==> src/rtl/core/greedy_permutation_code_filter_top_assert.svh <==
// ----------------------------------------------------------------------------
// Assertion macros for the permutation code filter
// Implication checks, same cycle and next cycle, on clock with reset.
// ----------------------------------------------------------------------------
`ifndef GREEDY_PERMUTATION_CODE_FILTER_TOP_ASSERT_SVH
`define GREEDY_PERMUTATION_CODE_FILTER_TOP_ASSERT_SVH

// cond implies expr in the same cycle
`define GPCF_ASSERT_IMPLIES(label, cond, expr, msg) \
   label: assert property (@(posedge clock) disable iff (reset) (cond) |-> (expr)) \
      else $error(msg);

// cond implies expr in the next cycle
`define GPCF_ASSERT_NEXT(label, cond, expr, msg) \
   label: assert property (@(posedge clock) disable iff (reset) (cond) |=> (expr)) \
      else $error(msg);

`endif

==> src/rtl/core/gpcf_queue.sv <==
// ----------------------------------------------------------------------------
// gpcf_queue
// Two entry job queue between front and back.
// ----------------------------------------------------------------------------
`default_nettype none

module gpcf_queue #(
   parameter int WIDTH = 91
) (
   input  wire logic             clock,
   input  wire logic             reset,
   input  wire logic             in_valid,
   output logic                  in_ready,
   input  wire logic [WIDTH-1:0] in_data,
   output logic                  out_valid,
   input  wire logic             out_ready,
   output logic      [WIDTH-1:0] out_data
);

   logic [WIDTH-1:0] mem_ff [2];
   logic             wr_ff, wr_in;
   logic             rd_ff, rd_in;
   logic [1:0]       cnt_ff, cnt_in;
   logic             push, pop;

   assign in_ready  = (cnt_ff != 2'd2);
   assign out_valid = (cnt_ff != 2'd0);
   assign out_data  = mem_ff[rd_ff];
   assign push      = in_valid && in_ready;
   assign pop       = out_valid && out_ready;

   always_comb begin
      wr_in  = push ? !wr_ff : wr_ff;
      rd_in  = pop ? !rd_ff : rd_ff;
      cnt_in = cnt_ff + {1'b0, push} - {1'b0, pop};
   end

   always_ff @(posedge clock) begin
      if (reset) begin
         wr_ff  <= 1'b0;
         rd_ff  <= 1'b0;
         cnt_ff <= 2'd0;
      end else begin
         wr_ff  <= wr_in;
         rd_ff  <= rd_in;
         cnt_ff <= cnt_in;
      end
   end

   always_ff @(posedge clock) begin
      if (push) begin
         mem_ff[wr_ff] <= in_data;
      end
   end

endmodule

`default_nettype wire

==> config.mk <==
export PLATFORM = sky130hd
export DESIGN_NAME = gpcf_queue
export DESIGN_NICKNAME = d
export VERILOG_FILES = /design/src/rtl/core/greedy_permutation_code_filter_top_assert.svh /design/src/rtl/core/gpcf_queue.sv
export SDC_FILE = /design/constraint.sdc
export NUM_CORES = 1
export LEC_CHECK = 0
export ABC_AREA = 1
export CAP_MARGIN = 20
export CORE_UTILIZATION = 31
export DETAILED_ROUTE_END_ITERATION = 10
export DONT_BUFFER_PORTS = 1
export GPL_ROUTABILITY_DRIVEN = 0
export HOLD_SLACK_MARGIN = 0.12
export SLEW_MARGIN = 20
export SYNTH_ARGS = -nofsm -noshare
export SYNTH_HDL_FRONTEND = slang
export SYNTH_SLANG_ARGS = --single-unit
==> constraint.sdc <==
create_clock -name clock -period 6.5 [get_ports clock]
set_input_delay 0.65 -clock clock [delete_from_list [all_inputs] [get_ports clock]]
set_output_delay 0.65 -clock clock [all_outputs]
set_load 0.02 [all_outputs]
==> flow_summary.yaml <==
place:
  dp_hpwl_microns: 8150
  place_ws_ns: 3.54
  portBuffers: 0
  dpl_cell_area_sq_um: 7530
final_layout:
  num_antenna_cells: 0
  fin_nets: 429
  utilization_pct: 35.7
  layout-drive-gt1-share_pct: 37.9
  synthToLayoutAreaGrowth_pct: 12.1
  design_area_sq_um: 8140
logic_synthesis:
  ys_seq_area_share_pct: 76.7
  syn_avg_cell_area_sq_um: 22.7
  synth.area.top_cells: "edfxtp_1 (75%), mux2_4 (19%), buf_12 (2.5%), dfxtp_1 (1.4%), nor2_1 (0.47%)"
  syn-num-nets: 415
  synth_seq_cells: 187
  synth_most_common_cell: "edfxtp_1"
  ys_async_sr_fraction_pct: 0
  syn_inst: 319
  synth_cell_type_count: 15
  syn_area_sq_um: 7260
  synth_edf_count: 182
  synthTopCellsByCount: "edfxtp_1 (182), mux2_4 (90), buf_12 (9), nor2_1 (9), inv_1 (8)"
  ys.flop_type: "edfxtp_1"
  synth_warnings: 0
  synth_top_area_share_pct: 75.3
  yosysTopAreaCell: "edfxtp_1"
sta:
  fin_setup_tns_ns: 0
  relSlewSlack_pct: 30.9
  fmax_ghz: 0.300
  hold_viol: 0
  worst_slew_pin_slew_ns: 1.04
  final-setup-viol-count: 0
  min_period_over_period_pct: 51.2
  slew_violations: 0
  period_minus_slack_ns: 3.33
  timing.final.ws_setup_ns: 3.17
  rsz0062_at_grt: "no"
  fin_skew_ns: 0.0112
routing:
  drtIter0Drc: 118
  via_count: 2799
  drc: 0
  drt-pass1-iter-count: 4
  wl_per_cell_microns: 18.6
  ant_nets: 0
  vias_per_cell: 4.25
  drt_wl_total_microns: 12300
grt:
  antenna_found_initial: 0
  grt_overflow: 0
  grt_pass1_wl_microns: 18100
  grtUsageTotal_pct: 10.4
  grt_pass1_vias: 2982
  grt_max_degree: 56
clock_network:
  cts_hold_buf: 0
  post_cts_buffers: 0
  clk_latency_ns: 0.42
  cts_root_buffer: "clkbuf_16"
  cts_tree: "done"
  cts_resized: 0
  cts_buffers: 17
  cts.clk_slew.worst_paths_ns: 0.07
  clk_path_buf_depth: 2
  cts.sinks: 187
  h-tree-depth: 4
flow_run:
  drv_cap: 0
die:
  start_util_pct: 31.9
  coreArea_sq_um: 22800
  io_pins: 188
  die_w_microns: 155
  rows: 55
  die_h_microns: 155
  die_area_sq_um: 24000
power_and_ir_drop:
  cellLeakagePower_nw: 2.79
  powerDensity_nw_per_um2: 427
  worst_ir_drop_vdd_mv: 0.261
worst_setup_path:
  path_class: "reg2out"
  cp_max_fo: 55
  setup.worst_path.start_class: "flip-flop"
  crit_path_end_kind: "output pin"
  cp.arrival_ns: 2.68
  worstPathRequired_ns: 5.85
run_status:
  outcome: "finished clean"
hold_path:
  hp-class: "in2reg"
-- cell usage in the layout (no fill, tap or decap) --
cell        Yosys  layout
nand3_1         1       1
inv_6           0       3
inv_1           8       8
buf_16          0       1
clkinv_2        0       1
buf_4           0       3
buf_12          9       1
edfxtp_1      182     182
nand2_1         7       7
nor2_1          9       7
mux2_4         90      90
ha_1            1       1
nor3_1          1       1
clkinvlp_4      0       5
inv_8           0       2
bufinv_16       0       2
mux2_2          1       1
xnor2_1         1       1
a21oi_1         2       2
dfxtp_4         0       1
clkbuf_1        0       1
dfxtp_1         5       4
clkbuf_16       0      17
clkinv_4        0       1
nand2_2         1       1
nor2_4          0       2
-- worst max-delay path: stages, from the launching register on --
cell and delay [ns]:
dfxtp_4 1.02, buf_4 0.70, mux2_2 0.47
-- metal layers --
metal / part of all wire (%) / GRT usage (%) / routed length [microns]
met1: 36 / 10.5 / 4470
met2: 50 / 17.3 / 6180
met3: 12 / 6.43 / 1450
met4: 1.4 / 3.82 / 174
met5: 0 / 0 / 0
-- cell families after synthesis --
group | count (synthesis) | share of synthesized area (%)
flops | 187 | 76.7
mux | 91 | 18.8
simple gates | 19 | 1.05
buf+inv | 18 | 3.05
compound gates | 2 | 0.138
xor+xnor | 1 | 0.121
fa+ha+maj | 1 | 0.172
-- stage by stage --
stage / hold slack, ns / cells / total power [mW]
finish: 0.293 / 659 / 3.47
global route: 0.267 / 659 / 3.62
CTS: 0.268 / 658 / 3.53
detailed placement: 0.492 / 626 / 2.49
global placement: 0.486 / 625 / 2.46
floorplan: 0.467 / 319 / 2.43
-- path summary, 6_finish.rpt --
check / cells after the start / from / end / slack (ns)
hold / removal: 1 / reset / cnt_ff[0]$_SDFF_PP0_ / 0.29
hold reg to reg: 2 / rd_ff$_SDFFE_PP0P_ / rd_ff$_SDFFE_PP0P_ / 0.52
setup reg to reg: 6 / cnt_ff[0]$_SDFF_PP0_ / mem_ff[1][26]$_DFFE_PP_ / 3.85
setup / recovery: 2 / flip-flop / out_data[90] / 3.17
-- state kept, by name, indices dropped and copies added (netlist names), named ones only --
name,flops
cnt_ff,2
rd_ff,1
wr_ff,1
mem_ff,182
-- power by group --
group	leakage, nW	internal (mW)	switching, mW
clock	0.273	0.575	0.451
sequential	1.74	1.53	0.0992
combinational	0.770	0.333	0.483
total	2.79	2.44	1.03
-- layout make-up --
| class | count | area, sq um |
|---|---|---|
| Sequential cell | 187 | 5570 |
| Fill cell | 2093 | 14600 |
| Clock buffer | 18 | 429 |
| Clock inverter | 14 | 160 |
| Multi-Input combinational cell | 114 | 1490 |
| Tap cell | 313 | 392 |
| Inverter | 8 | 30.0 |
| Timing Repair Buffer | 5 | 70.1 |
Power figures use the tool's default switching activity.
