## config.mk

```make
export PLATFORM = sky130hd
export DESIGN_NAME = gpcf_front_flat
export DESIGN_NICKNAME = d
export VERILOG_FILES = /design/src/rtl/core/greedy_permutation_code_filter_top_assert.svh /design/src/rtl/core/gpcf_pkg.sv /design/src/rtl/core/gpcf_if.sv /design/src/rtl/core/gpcf_front.sv /design/src/flat_wrapper.sv
export SDC_FILE = /design/constraint.sdc
export NUM_CORES = 1
export LEC_CHECK = 0
export BUFFER_PORTS_ARGS = -buffer_cell sky130_fd_sc_hd__buf_2
export CORE_ASPECT_RATIO = 0.8
export CORE_MARGIN = 2
export CORE_UTILIZATION = 50
export CTS_CLUSTER_SIZE = 40
export DETAILED_ROUTE_END_ITERATION = 8
export PLACE_DENSITY_LB_ADDON = 0.15
export RECOVER_POWER = 50
export SLEW_MARGIN = 20
export SYNTH_ARGS = -nofsm -noshare
export SYNTH_HDL_FRONTEND = slang
export SYNTH_SLANG_ARGS = --single-unit
```

## constraint.sdc

```tcl
create_clock -name clock -period 3.82 [get_ports clock]
set_input_delay 0 -clock clock [delete_from_list [all_inputs] [get_ports clock]]
set_output_delay 0 -clock clock [all_outputs]
set_load 0.01 [all_outputs]
```

## src/rtl/core/greedy_permutation_code_filter_top_assert.svh

```systemverilog
// ----------------------------------------------------------------------------
// Assertion macros for the permutation code filter
// Implication checks, same cycle and next cycle, on clock with reset.
// ----------------------------------------------------------------------------
`ifndef GREEDY_PERMUTATION_CODE_FILTER_TOP_ASSERT_SVH
`define GREEDY_PERMUTATION_CODE_FILTER_TOP_ASSERT_SVH

// cond implies expr in the same cycle
`define GPCF_ASSERT_IMPLIES(label, cond, expr, msg) \
   label: assert property (@(posedge clock) disable iff (reset) (cond) |-> (expr)) \
      else $error(msg);

// cond implies expr in the next cycle
`define GPCF_ASSERT_NEXT(label, cond, expr, msg) \
   label: assert property (@(posedge clock) disable iff (reset) (cond) |=> (expr)) \
      else $error(msg);

`endif

```

## src/rtl/core/gpcf_pkg.sv

```systemverilog
// ----------------------------------------------------------------------------
// gpcf_pkg
// Shared constants, types and helpers of the permutation code filter.
// ----------------------------------------------------------------------------
`default_nettype none

package gpcf_pkg;

   localparam int GPCF_MAX_LEN  = 18;
   localparam int GPCF_CAPACITY = 1024;
   localparam int SYM_W         = 5;
   localparam int SEQ_W         = 5;
   localparam int DIST_W        = 6;
   localparam int SIZE_W        = 11;
   localparam int STAT_CNT_W    = 17;
   localparam int CSR_DATA_W    = 6;

   localparam logic [SEQ_W-1:0]  SEQ_LENGTH_RESET   = 5'd13;
   localparam logic [DIST_W-1:0] MIN_DISTANCE_RESET = 6'd14;

   typedef enum logic {
      OP_PUSH  = 1'b0,
      OP_CLEAR = 1'b1
   } op_type;

   typedef enum logic {
      CSR_SEQ_LENGTH   = 1'b0,
      CSR_MIN_DISTANCE = 1'b1
   } csr_index_type;

   typedef struct packed {
      logic [SEQ_W-1:0]  seq_length;
      logic [DIST_W-1:0] min_distance;
   } cfg_type;

   typedef struct packed {
      logic                  idle;
      logic [STAT_CNT_W-1:0] count;
   } status_type;

   typedef enum logic [2:0] {
      BK_IDLE,
      BK_SCAN,
      BK_DRAIN,
      BK_DECIDE,
      BK_WRITE,
      BK_RESP
   } back_state_type;

   // length saturated to 1..max_len
   function automatic logic [5:0] eff_len(input logic [SEQ_W-1:0] seq,
                                          input logic [5:0] max_len);
      logic [5:0] s;
      s = {1'b0, seq};
      if (s == 6'd0) s = 6'd1;
      if (s > max_len) s = max_len;
      return s;
   endfunction

endpackage

`default_nettype wire

```

## src/rtl/core/gpcf_if.sv

```systemverilog
// ----------------------------------------------------------------------------
// gpcf_if
// Request and response channels with valid/ready transfer.
// ----------------------------------------------------------------------------
`default_nettype none

interface gpcf_req_if import gpcf_pkg::*; ();
   logic             valid;
   logic             ready;
   logic             operation;
   logic [SYM_W-1:0] symbol;
   logic             last_symbol;

   modport source(output valid, operation, symbol, last_symbol, input ready);
   modport sink(input valid, operation, symbol, last_symbol, output ready);
endinterface


`default_nettype wire

```

## src/rtl/core/gpcf_front.sv

```systemverilog
// ----------------------------------------------------------------------------
// gpcf_front
// Collects candidate symbols and hands clear and evaluate jobs to the queue.
// ----------------------------------------------------------------------------
`default_nettype none

module gpcf_front import gpcf_pkg::*; #(
   parameter int MAX_LEN = GPCF_MAX_LEN
) (
   input  wire logic                          clock,
   input  wire logic                          reset,
   gpcf_req_if.sink                           req,
   input  wire cfg_type                       cfg,
   output logic                               job_valid,
   input  wire logic                          job_ready,
   output logic                               job_clear,
   output logic [MAX_LEN-1:0][SYM_W-1:0]      job_cand
);

   localparam int LW = $clog2(MAX_LEN + 1);

   logic [MAX_LEN-1:0][SYM_W-1:0] buf_ff, buf_in;
   logic [LW-1:0]                 fill_ff, fill_in;
   logic [LW-1:0]                 len;
   logic                          xfer, is_clear, room, hit;

   assign len       = LW'(eff_len(cfg.seq_length, 6'(MAX_LEN)));
   assign req.ready = job_ready;
   assign xfer      = req.valid && req.ready;
   assign is_clear  = (op_type'(req.operation) == OP_CLEAR);
   assign room      = (fill_ff < len);
   assign job_valid = req.valid && (is_clear || req.last_symbol);
   assign job_clear = is_clear;

   always_comb begin
      for (int k = 0; k < MAX_LEN; k++) begin
         hit = room && (fill_ff == LW'(k));
         job_cand[k] = hit ? req.symbol : ((LW'(k) < fill_ff) ? buf_ff[k] : '0);
         buf_in[k]   = (xfer && !is_clear && hit) ? req.symbol : buf_ff[k];
      end
      fill_in = fill_ff;
      if (xfer) begin
         if (is_clear || req.last_symbol) begin
            fill_in = '0;
         end else if (room) begin
            fill_in = fill_ff + 1'b1;
         end
      end
   end

   always_ff @(posedge clock) begin
      if (reset) begin
         fill_ff <= '0;
      end else begin
         fill_ff <= fill_in;
      end
   end

   always_ff @(posedge clock) begin
      buf_ff <= buf_in;
   end

endmodule

`default_nettype wire

```

## src/flat_wrapper.sv

```systemverilog
// flat-port wrapper written by rule: the top's interface ports become plain ports
module gpcf_front_flat import gpcf_pkg::*;
#(
   parameter int MAX_LEN = GPCF_MAX_LEN
)
  (clock, reset, cfg, job_valid, job_ready, job_clear, job_cand, req_valid, req_operation, req_symbol, req_last_symbol, req_ready);
  gpcf_req_if req_i ();
  input  wire logic clock;
  input  wire logic reset;
  input  wire cfg_type cfg;
  output logic job_valid;
  input  wire logic job_ready;
  output logic job_clear;
  output logic [MAX_LEN-1:0][SYM_W-1:0] job_cand;
  input wire logic [$bits(req_i.valid)-1:0] req_valid;
  input wire logic [$bits(req_i.operation)-1:0] req_operation;
  input wire logic [$bits(req_i.symbol)-1:0] req_symbol;
  input wire logic [$bits(req_i.last_symbol)-1:0] req_last_symbol;
  output wire logic [$bits(req_i.ready)-1:0] req_ready;
  assign req_i.valid = req_valid;
  assign req_i.operation = req_operation;
  assign req_i.symbol = req_symbol;
  assign req_i.last_symbol = req_last_symbol;
  assign req_ready = req_i.ready;
  gpcf_front #(.MAX_LEN(MAX_LEN)) u_core (.clock(clock), .reset(reset), .req(req_i), .cfg(cfg), .job_valid(job_valid), .job_ready(job_ready), .job_clear(job_clear), .job_cand(job_cand));
endmodule
```

==> results.cfg, run 1 <==
[synth]
synthArstFlopShare_pct = 0
synth_cell_types = 53
synth-compound-area-share_pct = 15.24
synth_area_leaders = edfxtp_1 53%, mux2i_1 6.9%, nand2_1 4.4%
synth_most_common_cell = edfxtp_1
synth_xor_area_share_pct = 0
synth_edf_count = 90
ys_seq_area_share_pct = 54.97
synth-simple-area-share_pct = 16.59
yosys.area.top_type = edfxtp_1
syn_area_per_cell_um2 = 11.67
synth_seq_cells = 95
synthesis.instances = 437
synthAdderAreaFrac_pct = 1.718
yosys_warnings = 0
synth_top_family_by_area = simple AND/OR/NAND/NOR gates
syn-num-nets = 466
yosysTopAreaCellShare_pct = 53.01
netlist_area_mm2 = 0.005099
synth.area.mux_share_pct = 6.871
ys.flop_type = edfxtp_1
synth_common_cells = 90 x edfxtp_1, 60 x nand2_1, 35 x mux2i_1

[layout]
drive_above_1_share_pct = 21.32
nFillCells = 823
fin_area_mm2 = 0.005913
final_nets = 554
area_growth_pct = 15.98
regArea_mm2 = 0.002803
antennaDiodeCount = 0
multi_input_area_mm2 = 0.002027

[global_route]
grt_start_max_net_pins = 30
grt_pass1_vias = 3725
grt-ovfl-total = 0
grt_usage_pct = 24.78
antenna_found_initial = 0
grt_pass1_wl_mm = 20.36

[setup_path]
worstPathCellList = ha_1 -> nand4_1 -> a211o_1 -> nand4_1 -> nor3_1
cp-end-kind = flip-flop
critPathLaunchType = flip-flop
r2r_cells = 5
r2r-start = u_core.fill_ff[1]
critPathLaunch = u_core.fill_ff[1]
cp_data_required_time_ns = 3.79
r2r_setup_slack_ns = 0.64
cp_num_cells = 5
path_delay_family = simple AND/OR/NAND/NOR gates
worstSetupPathType = reg2reg
path_max_fanout = 17
r2r-end = u_core.buf_ff[83]
endpoint = u_core.buf_ff[83]
cpPeakStageDelay_ns = 0.74
worst_path_most_repeated_cell = nand4_1
cp.buffers_inverters = 0
arrival_ns = 3.15
slowest_stage = dfxtp_1

[clock_network]
clock_latency_ns = 0.34
cts_buffer_depth = 2
post-cts-setup-buffer-count = 0
cts.clk_slew.worst_paths_ns = 0.06
cts_tree = built
clock_sinks = 95
cts_buffers = 9
root_buffer = clkbuf_16
h-tree-depth = 3

[drt]
routed_wl_mm = 13.47
drt-vias-per-instance = 6.080
initialDrtViolationCount = 326
dr.pass1.iters = 5
ant_nets = 0
num_vias = 4049
drc = 0
post_drt_wl_per_cell_um = 20.22

[sta]
worstMarginPinSlew_ns = 1.358
period_needed_ns = 3.175
grt_setup_unrepaired = false
relSlewSlack_pct = 9.495
slew_viol_final = 0
hold_violations = 0
finClkSkew_ns = 0.006880
fin_tns_setup_ns = 0
fin_hold_ws_ns = 0.01379
max_freq_mhz = 314.9
setup_viol = 0
period_share_pct = 83.12

[floorplan]
coreArea_mm2 = 0.009769
ios = 115
die_area_mm2 = 0.01103
start_util_pct = 52.19
die_w_um = 116.9
core.rowCount = 32
die_h_um = 94.32

[power_and_ir_drop]
p_per_area_mw_per_mm2 = 373.3
peakVddDrop_v = 0.0003226
finalPower_mw = 2.207
p_leak_nw = 2.298

[hold_path]
hold_path.class = in2reg

[placed_design]
dpl_cell_area_mm2 = 0.005653
port_buffers = 108
gp_congestion = 0.8369
dpl.hpwl_mm = 9.077

[job]
cap_violations = 0

[status]
status = finished, final reports clean
==> placed cells by master (no fill, tap or decap), types with 3 or more instances in the layout <==
cell / n
edfxtp_1: 90
buf_2: 80
nand2_1: 60
mux2i_1: 35
clkbuf_1: 30
nor2_1: 24
o21ai_0: 17
a32o_1: 16
a22o_1: 14
nand3_1: 14
nand2b_1: 9
nor3_1: 9
clkbuf_16: 9
and2_1: 7
o31ai_1: 7
ha_1: 7
nand4_1: 6
o211ai_1: 6
clkinv_1: 6
and3_1: 6
a31oi_1: 6
dfxtp_1: 5
inv_1: 4
o21bai_1: 4
a221o_1: 4
or4_1: 4
buf_4: 4
o41ai_1: 3
a32oi_1: 3
==> worst min path at each step <==
stage | slack, ns | cells after the start | from | to
3_5_place_dp | 0.20 | 2 | reset | u_core.fill_ff[1]
2_1_floorplan | 0.07 | 1 | reset | u_core.fill_ff[0]
3_3_place_gp | 0.19 | 2 | reset | u_core.fill_ff[0]
6_report | 0.01 | 4 | req_last_symbol | u_core.fill_ff[0]
5_1_grt | 0.03 | 4 | req_last_symbol | u_core.fill_ff[0]
4_1_cts | 0.003 | 4 | req_last_symbol | u_core.fill_ff[0]
==> worst reg2reg max path: stages, from the launching register on <==
cell	delay [ns]
dfxtp_1	0.74
ha_1	0.34
nand4_1	0.15
a211o_1	0.45
nand4_1	0.45
nor3_1	0.68
==> routing by layer <==
| layer | global-route usage (%) | routed length, µm |
|---|---|---|
| met5 | 0 | 0 |
| met4 | 4.706 | 91 |
| met3 | 6.258 | 1178 |
| met2 | 36.46 | 6122 |
| met1 | 37.59 | 6073 |
==> layout make-up <==
| class | instances | area share, % |
|---|---|---|
| clock buffer | 9 | 3.809 |
| clock inverter | 7 | 1.714 |
| multi-input combinational | 295 | 34.28 |
| timing repair buffer | 115 | 9.353 |
| sequential | 95 | 47.40 |
| tap | 136 | 2.878 |
| inverter | 9 | 0.5713 |
==> logic make-up (layout without fill, tap and decap cells) <==
group | Yosys count | count (layout)
and+or+nand+nor | 157 | 157
AOI/OAI and AO/OA | 96 | 96
DFF | 95 | 95
buffers and inverters | 47 | 140
muxes | 35 | 35
adders and majority gates | 7 | 7
==> where the power goes <==
group / switching, mW / leakage [nW] / internal, mW
Sequential: 0.00207 / 0.850 / 1.14
Clock: 0.389 / 0.160 / 0.581
Combinational: 0.0718 / 1.29 / 0.0219
Total: 0.463 / 2.30 / 1.74
==> state kept, by name, summed over array words and instances, names as in the netlist <==
register        flops
u_core.buf_ff      90
u_core.fill_ff      5
==> metrics by stage <==
step / utilization [%] / instances / worst slack (ns)
after floorplan: - / 437 / 1.568
after global placement: 57.86 / 649 / 0.9498
after detailed placement: 57.86 / 649 / 0.8479
after CTS: 61.31 / 666 / 0.8192
after global routing: 60.53 / 666 / 0.4844
final: 60.53 / 666 / 0.6448
==> what timing repair did <==
item	4_1_cts	5_1_grt
hold endpoints to repair	3	0
resized for setup	0	0
hold buffers	1	0
(Power assumes the default switching activity.)
==> inputs of run 2 (changes only) <==
CORE_UTILIZATION = 49   (was 50)
clock period = 2.7 ns   (was 3.82 ns; I/O delays follow)
==> run 2 against run 1 <==
Effect of this change: register-to-register slack worse by 0.51 ns; flip-flop and latch count stayed put; setup slack worse by 0.54 ns; via count is 1.1% higher; clock power is 17% higher; utilization is 1.2 points lower; critical path depth is 1 higher; clock skew is 0.00096 ns higher; die area is 2.0% higher; first-iteration DRC count is 6.1% higher; sequential share of layout area is 1.0 points lower; critical path type is now reg2out; largest cell class unchanged.
==> results.cfg, run 2 (synthesis gave the netlist of run 1 again) <==
[power_and_ir_drop]
p_leak_nw = 2.429
finalPower_mw = 2.903
p_per_area_mw_per_mm2 = 480.2
peakVddDrop_v = 0.0004234

[drt]
initialDrtViolationCount = 346
drt-vias-per-instance = 6.000
drc = 0
routed_wl_mm = 13.75
num_vias = 4092
post_drt_wl_per_cell_um = 20.16
dr.pass1.iters = 5
ant_nets = 0

[clock_network]
cts.clk_slew.worst_paths_ns = 0.06
post-cts-setup-buffer-count = 0
h-tree-depth = 3
cts_buffer_depth = 2
clock_sinks = 95
root_buffer = clkbuf_16
cts_tree = built
clock_latency_ns = 0.34
cts_buffers = 9

[sta]
relSlewSlack_pct = 16.39
setup_viol = 0
hold_violations = 0
worstMarginPinSlew_ns = 1.254
period_share_pct = 96.18
slew_viol_final = 0
max_freq_mhz = 385.1
period_needed_ns = 2.597
finClkSkew_ns = 0.007836

[placed_design]
port_buffers = 108
dpl.hpwl_mm = 9.449
gp_congestion = 0.8045

[global_route]
grt-ovfl-total = 0
use_met3_pct = 4.844
grt_busiest_layer = met2
grt_pass1_vias = 3855
grt_pass1_wl_mm = 20.98
gr-usage-met2_pct = 39.63
use_met1_pct = 34.30
antenna_found_initial = 0
grt_usage_pct = 24.69
grt_start_max_net_pins = 30

[layout]
area_growth_pct = 18.58
reg_top3 = u_core.buf_ff: 90 flops, u_core.fill_ff: 5 flops
most-common-layout-cells = 103 x buf_2, 90 x edfxtp_1, 60 x nand2_1
multi_input_area_mm2 = 0.002092
finish.utilization_pct = 59.28
regArea_mm2 = 0.002803
layout_commonest_cell = buf_2
final_nets = 567
nFillCells = 874
drive_above_1_share_pct = 28.97
largest_reg_flops = 90
antennaDiodeCount = 0
top_register = u_core.buf_ff

[setup_path]
critPathLaunchType = flip-flop
arrival_ns = 2.60
cp-end-kind = output pin
r2r_setup_slack_ns = 0.13
cpPeakStageDelay_ns = 0.57
cp.buffers_inverters = 1
cp_data_required_time_ns = 2.70
worstSetupPathType = reg2out
worstPathCellList = ha_1 -> a211oi_2 -> o211ai_1 -> or3_1 -> o21ai_0 -> buf_2
path_max_fanout = 8
path_delay_family = compound AO/OA/AOI/OAI gates
slowest_stage = or3_1

[status]
status = finished, final reports clean

[floorplan]
ios = 115
die_w_um = 118.0
die_h_um = 95.24
coreArea_mm2 = 0.01020
core.rowCount = 33
die_area_mm2 = 0.01124
start_util_pct = 49.99

[hold_path]
hold_path.class = in2reg

[job]
cap_violations = 0
[run 2: cell types whose count changed in the layout (fill, tap and decap cells not counted), sizes merged]
cell      change
buf          +36
clkbuf       -21
bufinv        -2
clkinv        -1
clkinvlp      +1
inv           -1
[run 2: report_power, final]
| part | leakage [nW] | switching [mW] | internal, mW |
|---|---|---|---|
| clock network | 0.126 | 0.519 | 0.625 |
| logic | 1.45 | 0.106 | 0.0377 |
| registers | 0.850 | 0.00286 | 1.61 |
[run 2: final timing paths]
check	start	to	cells past startpoint
worst max-delay path	u_core.fill_ff[2]	job_cand[28]	6
worst min-delay path	req_last_symbol	u_core.fill_ff[0]	4
worst max register to register	u_core.fill_ff[2]	u_core.buf_ff[29]	5
worst min register to register	u_core.fill_ff[1]	u_core.fill_ff[1]	3
[run 2: area by class of cell]
type                    instances  share of cell area, %
clock buffers                  11                  3.849
clock inverters                 4                 0.4967
repair buffers                128                  11.24
inverters                       9                 0.5588
well taps                     140                  2.897
flip-flops and latches         95                  46.36
multi-input cells             295                  34.60
[run 2: worst min-delay path: stages]
cell	delay, ns
buf_2	0.08
nor2_1	0.05
o211ai_1	0.09
a31oi_1	0.08
[run 2: repair_timing]
| action | 4_1_cts | 5_1_grt |
|---|---|---|
| resized for setup | 1 | 7 |
| endpoints found under the hold margin | 3 | 0 |
| endpoints found under the setup margin | 3 | 19 |
| hold buffers | 1 | 0 |
[run 2: through the flow]
| stage | area [µm²] | hold slack (ns) | TNS, ns | setup slack, ns | instances |
|---|---|---|---|---|---|
| final | 6046 | 0.01227 | 0 | 0.1031 | 682 |
| after global routing | 6046 | 0.01441 | -0.008495 | -0.008495 | 682 |
| after CTS | 6030 | 0.0005904 | 0 | 0.03094 | 682 |
| after detailed placement | 5756 | 0.1955 | 0 | 0.2160 | 666 |
| after global placement | 5756 | 0.1913 | 0 | 0.2955 | 666 |
| after floorplan | 5099 | 0.06941 | 0 | 0.4478 | 437 |
[run 2: routing by layer]
layer	share of wire [%]	wire, µm	vias to the layer above
met5	0	0	-
met4	1.1	153	0
met3	7.7	1059	14
met2	47	6492	208
met1	44	6046	1982
li1	-	-	1888
==> inputs of run 3 (changes only) <==
GPL_TIMING_DRIVEN = 0   (was default)
==> run 3 against run 2 <==
Effect of this change: clock skew up 0.0042 ns; via count up 3.6%; combinational power grew 5%; critical path type is now reg2reg; critical endpoint is now u_core.buf_ff[3].
==> results.cfg, run 3 (synthesis gave the netlist of run 1 again) <==
[global_route]
grt_pass1_wl_mm = 22.21
grt_usage_pct = 26.14
grt_start_max_net_pins = 20
grt_pass1_vias = 4084
antenna_found_initial = 0
grt-ovfl-total = 0

[status]
status = finished, final reports clean

[floorplan]
core.rowCount = 33
coreArea_mm2 = 0.01020
die_w_um = 118.0
die_h_um = 95.24
ios = 115
die_area_mm2 = 0.01124
start_util_pct = 49.99

[layout]
final_nets = 587
area_growth_pct = 20.74
antennaDiodeCount = 0
multi_input_area_mm2 = 0.002096
nFillCells = 865
most-common-layout-cells = 100 x buf_2, 90 x edfxtp_1, 60 x nand2_1
reg_top3 = u_core.buf_ff: 90 flops, u_core.fill_ff: 5 flops
layout_commonest_cell = buf_2
regArea_mm2 = 0.002803
largest_reg_flops = 90
top_register = u_core.buf_ff
finish.utilization_pct = 60.36
drive_above_1_share_pct = 26.82

[drt]
wl_met3_mm = 1.261
num_vias = 4241
ant_nets = 0
drt-vias-per-instance = 6.033
dr.pass1.iters = 5
routed_wl_mm = 14.36
post_drt_wl_per_cell_um = 20.43
drc = 0
wl_met1_mm = 6.321
initialDrtViolationCount = 326
top_layer_used = met4
dr_wl_met2_mm = 6.488

[setup_path]
slowest_stage = nor2_1
worstSetupPathType = reg2reg
worstPathCellList = ha_1 -> a211oi_2 -> o21ba_2 -> buf_4 -> buf_2 -> nand3_1 -> nor2_1
cp.buffers_inverters = 2
critPathLaunchType = flip-flop
cp-end-kind = flip-flop
cpPeakStageDelay_ns = 0.47
path_delay_family = simple AND/OR/NAND/NOR gates
cp_data_required_time_ns = 2.69
path_max_fanout = 10
arrival_ns = 2.66

[clock_network]
root_buffer = clkbuf_16
cts.clk_slew.worst_paths_ns = 0.06
clock_latency_ns = 0.35
cts_buffers = 9
cts_buffer_depth = 2
h-tree-depth = 3
cts_tree = built
clock_sinks = 95

[power_and_ir_drop]
pwr-share-comb_pct = 4.9
p_per_area_mw_per_mm2 = 498.1
finalPower_mw = 3.066
netSwitchingPower_uw = 680.6
clockPowerShare_pct = 42.5
p_int_mw = 2.386
p_leak_nw = 2.429
peakVddDrop_v = 0.0003626
netSwitchingFraction_pct = 22.20
p_seq_share_pct = 52.7

[sta]
fin_hold_ws_ns = 0.01039
setup_viol = 0
hold_violations = 0
period_needed_ns = 2.674
finClkSkew_ns = 0.01201
slew_viol_final = 0
relSlewSlack_pct = 27.91
fin_ws_ns = 0.02613
max_freq_mhz = 374.0
grt_setup_unrepaired = true
worstMarginPinSlew_ns = 1.081
period_share_pct = 99.03

[hold_path]
hold_path.class = in2reg

[job]
cap_violations = 0

[placed_design]
dp_slack_ns = -0.04414
dpl.hpwl_mm = 10.12
gp_congestion = 0.8490
port_buffers = 108
## run 3: power groups by stage
| stage | logic, mW | registers (mW) | clock network, mW |
|---|---|---|---|
| floorplan | 0.0698 | 1.65 | 0 |
| global placement | 0.147 | 1.65 | 0 |
| detailed placement | 0.149 | 1.65 | 0 |
| CTS | 0.151 | 1.61 | 1.32 |
| global route | 0.164 | 1.61 | 1.37 |
| finish | 0.150 | 1.61 | 1.30 |
## run 3: stage by stage
stage / setup TNS, ns / cell area, µm² / instances
after floorplan: 0 / 5099 / 437
after global placement: 0 / 5814 / 685
after detailed placement: -0.2201 / 5814 / 685
after CTS: 0 / 6158 / 703
after global routing: -3.032 / 6156 / 703
final: 0 / 6156 / 703
## run 3: layout make-up
class | instances | share of cell area (%)
plain buffers | 37 | 3.110
clock buffers | 9 | 3.659
clock inverters | 7 | 1.423
inverters | 9 | 0.5488
multi-input cells | 295 | 34.04
flip-flops and latches | 95 | 45.53
well taps | 140 | 2.846
repair buffers | 111 | 8.841
## run 3: repair_timing
item                                   in CTS  in global routing
pin swaps                                   0                  1
setup endpoints to repair                   8                 59
hold buffers                                2                  0
setup buffers                               0                  1
endpoints found under the hold margin       3                  0
resized for setup                           2                  7
## run 3: worst paths after layout
path / startpoint / to / slack, ns / cells past startpoint
setup reg to reg: u_core.fill_ff[1] / u_core.buf_ff[3] / 0.03 / 7
hold reg to reg: u_core.fill_ff[0] / u_core.fill_ff[0] / 0.77 / 3
setup / recovery: u_core.fill_ff[1] / u_core.buf_ff[3] / 0.03 / 7
hold / removal: req_last_symbol / u_core.fill_ff[0] / 0.01 / 4
## run 3: layer usage
metal / GRT usage [%] / vias to the layer above
met5: 0 / -
met4: 9.337 / 0
met1: 35.73 / 2059
met2: 41.13 / 234
li1: - / 1921
met3: 6.400 / 27
## run 3: worst register-to-register path, delay by kind of cell (launching register included)
kind	cells	cell delay, ns
buffers and inverters	2	0.45
adders and majority gates	1	0.26
DFF	1	0.40
and+or+nand+nor	2	0.72
AOI/OAI and AO/OA	2	0.49
